===== config.mk =====
export PLATFORM = sky130hd
export DESIGN_NAME = mef_front
export DESIGN_NICKNAME = d
export VERILOG_FILES = /design/src/hw/rtl/mef_pkg.sv /design/src/hw/rtl/mef_front.sv
export SDC_FILE = /design/constraint.sdc
export NUM_CORES = 1
export LEC_CHECK = 0
export ABC_AREA = 1
export BUFFER_PORTS_ARGS = -buffer_cell sky130_fd_sc_hd__buf_2
export CAP_MARGIN = 20
export CORE_MARGIN = 4
export CORE_UTILIZATION = 34
export DETAILED_ROUTE_END_ITERATION = 10
export GPL_ROUTABILITY_DRIVEN = 0
export PLACE_DENSITY = 0.56
export SLEW_MARGIN = 40
export SYNTH_ARGS = -nofsm -noshare
export SYNTH_HDL_FRONTEND = slang
export SYNTH_SLANG_ARGS = --single-unit

===== constraint.sdc =====
create_clock -name clk -period 5.13 [get_ports clk]
set_input_delay 0 -clock clk [delete_from_list [all_inputs] [get_ports clk]]
set_output_delay 0 -clock clk [all_outputs]
set_load 0.03 [all_outputs]

===== src/hw/rtl/mef_pkg.sv =====
// shared types and constants for the fixed-point escape-time engine
package mef_pkg;

  // fixed-point format of c and of the multiplier operands
  localparam int OPER_W    = 32;
  localparam int FRAC_BITS = 28;
  localparam int PROD_W    = 2 * OPER_W;
  localparam int SQ_W      = PROD_W - FRAC_BITS;
  // z after squaring and the add of c stays within +/- 2^36
  localparam int Z_W       = SQ_W + 1;

  // escape when re^2 + im^2 exceeds 4.0
  localparam logic [Z_W-1:0] ESCAPE_LIMIT = Z_W'(64'd4 << FRAC_BITS);

  // snapshot refreshed every PERIOD_INTERVAL + 1 iterations
  localparam int PERIOD_INTERVAL = 20;
  localparam int WAIT_W = $clog2(PERIOD_INTERVAL + 1);

  // configuration registers
  localparam int ITER_W    = 16;
  localparam int SQ_CNT_W  = 4;
  localparam int CFG_W     = ITER_W;
  localparam int CFG_IDX_W = 1;
  localparam logic [CFG_IDX_W-1:0] CFG_MAX_ITERATIONS = 1'd0;
  localparam logic [CFG_IDX_W-1:0] CFG_SQUARINGS      = 1'd1;
  localparam logic [ITER_W-1:0]    MAX_ITER_RESET     = 16'd255;
  localparam logic [SQ_CNT_W-1:0]  SQUARINGS_RESET    = 4'd1;

  // result codes
  localparam int OUTCOME_W = 2;
  localparam logic [OUTCOME_W-1:0] OUTCOME_LIMIT    = 2'd0;
  localparam logic [OUTCOME_W-1:0] OUTCOME_ESCAPED  = 2'd1;
  localparam logic [OUTCOME_W-1:0] OUTCOME_PERIODIC = 2'd2;

  // job queue between front and back (depth must be a power of two)
  localparam int QUEUE_DEPTH = 2;
  localparam int QPTR_W      = $clog2(QUEUE_DEPTH);
  localparam int QCNT_W      = $clog2(QUEUE_DEPTH + 1);

  typedef struct packed {
    logic signed [OPER_W-1:0] c_re;
    logic signed [OPER_W-1:0] c_im;
    logic [ITER_W-1:0]        limit;
    logic [SQ_CNT_W-1:0]      nsq;
  } job_t;

  typedef enum logic [1:0] {
    BK_IDLE,
    BK_MUL,
    BK_UPD,
    BK_DONE
  } back_state_t;

endpackage


===== src/hw/rtl/mef_front.sv =====
// front end: accepts points, attaches the run settings and queues the jobs
module mef_front (
  input  logic                              clk,
  input  logic                              rst_n,
  input  logic                              in_valid,
  output logic                              in_stall,
  input  logic signed [mef_pkg::OPER_W-1:0] in_c_re,
  input  logic signed [mef_pkg::OPER_W-1:0] in_c_im,
  input  logic [mef_pkg::ITER_W-1:0]        max_iter,
  input  logic [mef_pkg::SQ_CNT_W-1:0]      squarings,
  output logic                              job_valid,
  input  logic                              job_pop,
  output mef_pkg::job_t                     job
);
  import mef_pkg::*;

  job_t              ent_r [QUEUE_DEPTH];
  logic [QPTR_W-1:0] wr_ptr_r;
  logic [QPTR_W-1:0] rd_ptr_r;
  logic [QCNT_W-1:0] cnt_r;
  logic              push;
  logic              pop;
  job_t              new_job;

  assign in_stall  = (cnt_r == QCNT_W'(QUEUE_DEPTH));
  assign push      = in_valid && !in_stall;
  assign job_valid = (cnt_r != '0);
  assign pop       = job_pop && job_valid;
  assign job       = ent_r[rd_ptr_r];

  // zero squarings behaves as one
  always_comb begin
    new_job.c_re  = in_c_re;
    new_job.c_im  = in_c_im;
    new_job.limit = max_iter;
    new_job.nsq   = (squarings == '0) ? SQ_CNT_W'(1) : squarings;
  end

  always_ff @(posedge clk) begin
    if (push) begin
      ent_r[wr_ptr_r] <= new_job;
    end
  end

  always_ff @(posedge clk) begin
    if (!rst_n) begin
      wr_ptr_r <= '0;
      rd_ptr_r <= '0;
      cnt_r    <= '0;
    end else begin
      if (push) begin
        wr_ptr_r <= wr_ptr_r + QPTR_W'(1);
      end
      if (pop) begin
        rd_ptr_r <= rd_ptr_r + QPTR_W'(1);
      end
      case ({push, pop})
        2'b10:   cnt_r <= cnt_r + QCNT_W'(1);
        2'b01:   cnt_r <= cnt_r - QCNT_W'(1);
        default: cnt_r <= cnt_r;
      endcase
    end
  end

endmodule


==> results by group, run 1 <==
Drt
  – Vias per cell: 4.24
  – DRT iter0 DRCs: 133
  – WL/cell: 15.3 um
  – Via count: 3,597
  – Remaining DRCs: 0
  – TritonRoute pass-1 iters: 4
  – Routed wire length: 13,000 um
  – Antenna viol nets, final: 0

Pwr
  – P_leak: 0.00362 uW
  – P_int: 3010 uW
  – P_sw: 1180 uW
  – Gate power share: 0.243
  – PwrDens: 452 nW/um^2
  – Peak supply drop: 0.000234 V
  – Clock share of power: 0.331
  – Reg power frac: 0.425
  – Total power: 4190 uW
  – Switching portion of total power: 0.282

GRT
  – Largest net degree at the start of global routing: 64
  – Global-route wire length before repair: 20,000 um
  – Number of global-route vias before repair: 3,905
  – Gr ovfl total: 0
  – Aggregate global-route resource usage: 0.120
  – Antenna violations before repair: 0

Synthesis
  – Post-synth EDFFs: 168
  – Count leader, synth: edfxtp_1
  – Post-Syn Area: 6570 sq um
  – Commonest cells post-synth: edfxtp_1 (168), mux2_4 (60), mux2_2 (24)
  – Synthesized flop and latch total: 173
  – Synth area leaders: edfxtp_1 (77%), mux2_4 (14%), mux2_2 (4.1%)
  – Post-synthesis area per instance: approximately 22 sq um
  – Synth Warn #: 0
  – Syn Inst Count: 304
  – Post-Syn Nets: around 390
  – Seq/Total Area, Yosys: 0.783
  – Share of the synthesized area in the top cell type: 0.768
  – Ys async rst share: 0
  – Distinct cells, synth: 18
  – Cell taking the most area after synthesis: edfxtp_1
  – Dominant synthesized flop cell: edfxtp_1

Worst setup path
  – FF-to-FF setup slack: 2800 ps
  – CP max FO: 63
  – Instance count on the critical path: 5
  – Reg2reg path depth: 5
  – RR Endpoint: ent_r[0][34]
  – Crit path top cell by count: nor2_1
  – WS Path Type: register to register
  – CP Cell Sequence: nor2_1, nor2_1, inv_1, nor2_4, buf_6
  – Critical Path RT: approximately 5200 ps
  – Slowest Stage Delay on Critical Path: just under 600 ps
  – R2R Path Start: cnt_r[0]
  – CP startpoint kind: register
  – Delay-heaviest family, CP: simple AND/OR/NAND/NOR gates
  – Worst Path Buf+Inv: 2
  – Worst EP arrival: approximately 2400 ps
  – Slowest-stage cell, CP: buf_6
  – CP endpoint kind: register

Timing
  – Setup_tns: 0 ps
  – Hold Fails Final Rpt: 0
  – Slew Limit Headroom: 0.550
  – RSZ-0062 raised after global routing: false
  – Fmax: 429 MHz
  – Final Skew: around 9 ps
  – Minimum clock period: about 2300 ps
  – Final WS setup: 2800 ps
  – Tightest Pin Transition: 674 ps
  – Tcrit/Tclk final: 0.455
  – Endpoints failing setup: 0
  – Final Max Tran Viols: 0

Worst hold path
  – Hold path startpoint: in_c_re[31]
  – Hold Crit Class: input port to register
  – Worst hold stages: 2
  – Sink of the worst hold path: ent_r[0][83]

Clock tree
  – Clk buf depth: 2
  – CTS buffer count: 17
  – Worst-Skew Late Latency: 420 ps
  – H-tree levels: 4
  – TritonCTS clock tree: yes
  – Post-CTS Resized: 0
  – Clock root buffer: clkbuf_16
  – Setup Buffers After CTS: 0
  – Reg clk slew, reported paths: approximately 60 ps
  – Clock sinks: 173

Place
  – Detailed Place HPWL: roughly 8300 um
  – Dpl cells: 730
  – Port Buffers: 173
  – Post-Place Worst Slack: about 2800 ps

Status
  – Status: finished clean

Cells and area
  – Layout area overhead: 40.9%
  – FILL cells: roughly 1,600
  – Share of cells above drive strength 1: 0.501
  – Final nets: 665
  – Multi-input logic area: 1310 sq um
  – Antenna Cells: 0
  – Register Area: 5150 sq um
  – Finished Layout Cells: 849

Floorplanning
  – Total Die Area: 21,600 sq um
  – Num rows: 50
  – I/O pins: 174
  – Placeable Area: 18,800 sq um
  – Initial core utilization: 0.349
  – Die Wd: ~150 um
  – Die height: 147 um

Flow run
  – Max-Cap Viols: 0
[logic make-up after synthesis]
| logic type | after synthesis | share of synthesized area |
|---|---|---|
| and+or+nand+nor | 24 | 0.0149 |
| muxes | 84 | 0.178 |
| DFF | 173 | 0.783 |
| buffers and inverters | 19 | 0.0192 |
| AOI/OAI and AO/OA | 3 | 0.00267 |
| adders and majority gates | 1 | 0.00190 |
[power by group through the flow]
| stage | registers (uW) | logic [uW] | clock network [uW] |
|---|---|---|---|
| after global placement | 1840 | 926 | 0 |
| final | 1780 | 1020 | 1390 |
| after global routing | 1800 | 1080 | 1490 |
| after detailed placement | 1810 | 983 | 0 |
| after CTS | 1780 | 1040 | 1430 |
| after floorplan | 1800 | 744 | 0 |
[state kept, by name (all words and copies together), names as in the netlist, named ones only]
name and cells:
rd_ptr_r 1, wr_ptr_r 1, ent_r 168, cnt_r 2
[cell type report]
class | instances | share of cell area
repair buffers | 265 | 0.195
clock buffers | 18 | 0.0464
flip-flops and latches | 173 | 0.556
clock inverters | 14 | 0.0232
inverters | 7 | 0.00311
multi-input cells | 112 | 0.141
well taps | 260 | 0.0351
[cell usage in the layout (no fill, tap or decap), drive strengths merged, types with 5 or more instances in the layout]
cell type / instances
dlygate4sd3: 87
mux2: 84
buf: 178
inv: 10
nand2: 8
clkbuf: 18
dfxtp: 5
edfxtp: 168
bufinv: 5
clkinv: 5
nor2: 12
[worst max path at each step]
stage | startpoint | to | slack, ps
2_1_floorplan | cnt_r[0] | ent_r[0][0] | 320
4_1_cts | register | job[71] | 2750
6_report | cnt_r[0] | ent_r[0][34] | 2800
3_5_place_dp | cnt_r[0] | ent_r[0][55] | 2780
3_3_place_gp | cnt_r[0] | ent_r[0][55] | 2650
5_1_grt | cnt_r[0] | ent_r[0][18] | 2590
[per-layer routing]
layer | global-route usage | vias to the layer above | wire [um]
met3 | 0.0429 | 12 | 757
met1 | 0.132 | 1758 | 5230
li1 | - | 1722 | -
met4 | 0.0373 | 0 | 134
met2 | 0.216 | 105 | 6860
met5 | 0 | - | 0
[what timing repair did]
item / CTS / global route
hold buffers: 87 / 0
endpoints found under the setup margin: 0 / 0
hold endpoints to repair: 173 / 0
[metrics by stage]
| step | utilization | instance area [sq um] | hold WS [ps] |
|---|---|---|---|
| 6_report | 0.492 | 9260 | 304 |
| 5_1_grt | 0.492 | 9260 | 283 |
| 4_1_cts | 0.492 | 9260 | 272 |
| 3_3_place_gp | 0.409 | 7700 | 188 |
| 2_1_floorplan | - | 6570 | 98.9 |
| 3_5_place_dp | 0.411 | 7740 | 191 |
Power figures use the tool's default switching activity.
==> run 2: changes to the inputs <==
--- a/config.mk
+++ b/config.mk
@@ -12,7 +12,7 @@
 export CORE_UTILIZATION = 34
 export DETAILED_ROUTE_END_ITERATION = 10
 export GPL_ROUTABILITY_DRIVEN = 0
-export PLACE_DENSITY = 0.56
+export PLACE_DENSITY = 0.58
 export SLEW_MARGIN = 40
 export SYNTH_ARGS = -nofsm -noshare
 export SYNTH_HDL_FRONTEND = slang
==> constraint.sdc (replaced) <==
create_clock -name clk -period 1.9 [get_ports clk]
set_input_delay 0 -clock clk [delete_from_list [all_inputs] [get_ports clk]]
set_output_delay 0 -clock clk [all_outputs]
set_load 0.03 [all_outputs]
==> run 2 against run 1 <==
Effect of this change:
- worst setup slack lost 2600 ps
- cell count grew 0.12%
- non-clock buffer count rose by 1
- register-to-register slack worse by 2500 ps
- global-route usage up 0.12 points
- critical endpoint is now job[64]
- highest routed layer unchanged
- sequential share of layout area up 0.16 points
==> results by group, run 2 (same netlist as run 1, synthesis figures left out) <==
Status
  – Status: finished clean

Flow run
  – Max-Cap Viols: 0

GRT
  – Aggregate global-route resource usage: 0.121
  – GR peak layer: met2
  – Antenna violations before repair: 0
  – Largest net degree at the start of global routing: 56
  – Number of global-route vias before repair: ~4,100
  – Global routing usage on met2: 0.210
  – Global-route wire length before repair: 20,500 um
  – GR Util met3: 0.0481
  – Gr ovfl total: 0
  – Met1 track demand over resource: 0.139

Timing
  – Minimum clock period: 1720 ps
  – Tightest Pin Transition: 386 ps
  – Slew Limit Headroom: 0.743
  – Final WS setup: 182 ps
  – Endpoints failing setup: 0
  – Worst hold slack: 312 ps
  – Final Max Tran Viols: 0
  – RSZ-0062 raised after global routing: false
  – Tcrit/Tclk final: 0.904
  – Final Skew: roughly 9.8 ps
  – Hold Fails Final Rpt: 0
  – Setup_tns: 0 ps
  – Fmax: 582 MHz

Worst setup path
  – Slowest-stage cell, CP: mux2_2
  – CP Cell Sequence: buf_12, mux2_2, buf_2
  – CP endpoint kind: primary output
  – WS Path Type: register to primary output
  – Worst EP arrival: 1720 ps
  – Slowest Stage Delay on Critical Path: approximately 400 ps
  – CP max FO: 48
  – CP startpoint kind: register
  – Critical Path RT: 1900 ps

Clock tree
  – Clock sinks: 173
  – H-tree levels: 4
  – TritonCTS clock tree: yes
  – Reg clk slew, reported paths: ~60 ps
  – Clk buf depth: 2
  – CTS buffer count: 17
  – Worst-Skew Late Latency: 410 ps
  – Clock root buffer: clkbuf_16
  – Setup Buffers After CTS: 0

Drt
  – Routed wire length: 12,800 um
  – Antenna viol nets, final: 0
  – Vias per cell: 4.26
  – Remaining DRCs: 0
  – DRT iter0 DRCs: 125
  – Via count: about 3,600
  – WL/cell: 15.1 um
  – TritonRoute pass-1 iters: 4

Place
  – Port Buffers: about 170
  – Post-Place Worst Slack: 318 ps
  – Detailed Place HPWL: between 8000 and 9000 um

Floorplanning
  – Die height: roughly 150 um
  – Placeable Area: around 19,000 sq um
  – Die Wd: 147 um
  – Initial core utilization: 0.349
  – Num rows: 50
  – Total Die Area: between 20,000 and 25,000 sq um
  – I/O pins: 174

Cells and area
  – Top reg by flops: ent_r
  – Max reg flops: 168
  – Final nets: 666
  – Most frequent cells in the layout: buf_2 (173), edfxtp_1 (168), dlygate4sd3_1 (87)
  – Share of cells above drive strength 1: 0.507
  – Antenna Cells: 0
  – Leading cell type in the layout, fill and taps excluded: buf_2
  – Regs by FF count: ent_r x168, cnt_r x2
  – Layout area overhead: 40.5%

Worst hold path
  – Hold Crit Class: input port to register

Pwr
  – Total power: 10,900 uW
  – Reg power frac: 0.440
  – P_sw: 3140 uW
  – Gate power share: 0.259
  – P_int: just under 8000 uW
  – Switching portion of total power: 0.289
  – P_leak: 0.00359 uW
  – Peak supply drop: 0.000566 V
  – Clock share of power: 0.301
  – PwrDens: between 1000 and 1500 nW/um^2
==> run 2: final timing paths <==
kind	cells after the start	startpoint	slack, ps	end
setup / recovery	3	register	180	job[64]
hold / removal	2	in_c_re[20]	310	ent_r[0][72]
setup reg to reg	5	cnt_r[0]	340	ent_r[0][4]
hold reg to reg	2	rd_ptr_r	540	register
==> run 2: power groups by stage <==
stage          logic [uW]  clock network [uW]  registers [uW]
2_1_floorplan        2030                   0            4840
3_3_place_gp         2710                   0            4840
3_5_place_dp         2720                   0            4870
4_1_cts              2870                3380            4780
5_1_grt              3010                3570            4810
6_report             2820                3270            4780
==> run 2: cell type report <==
cell class / instances / area [sq um]
timing repair buffer: 266 / 1840
multi-input combinational: 112 / 1320
fill: 1590 / 9600
sequential: 173 / 5150
clock inverter: 13 / 125
tap: 260 / 325
inverter: 7 / 30.0
clock buffer: 19 / 433
==> run 2: critical path: cells and delay by family, from the launching register on <==
family,cells,cell delay (ps)
mux,1,400
buf+inv,2,520
flops,1,370
==> run 2: metrics by stage <==
| step | utilization | cells | cell area, sq um |
|---|---|---|---|
| 2_1_floorplan | - | 304 | 6600 |
| 3_3_place_gp | 0.414 | 731 | 7800 |
| 3_5_place_dp | 0.414 | 731 | 7800 |
| 4_1_cts | 0.490 | 850 | 9230 |
| 5_1_grt | 0.490 | 850 | 9230 |
| 6_report | 0.490 | 850 | 9230 |
==> run 2: timing repair <==
action / 4_1_cts / 5_1_grt
endpoints found under the setup margin: 0 / 0
hold buffers: 87 / 0
hold endpoints to repair: 173 / 0
gates resized for setup: 0 / 0
==> run 2: per-layer routing <==
| layer | share of wire | vias up |
|---|---|---|
| met5 | 0 | - |
| met4 | 0.011 | 0 |
| met3 | 0.067 | 9 |
| met2 | 0.51 | 123 |
| met1 | 0.41 | 1766 |
| li1 | - | 1722 |
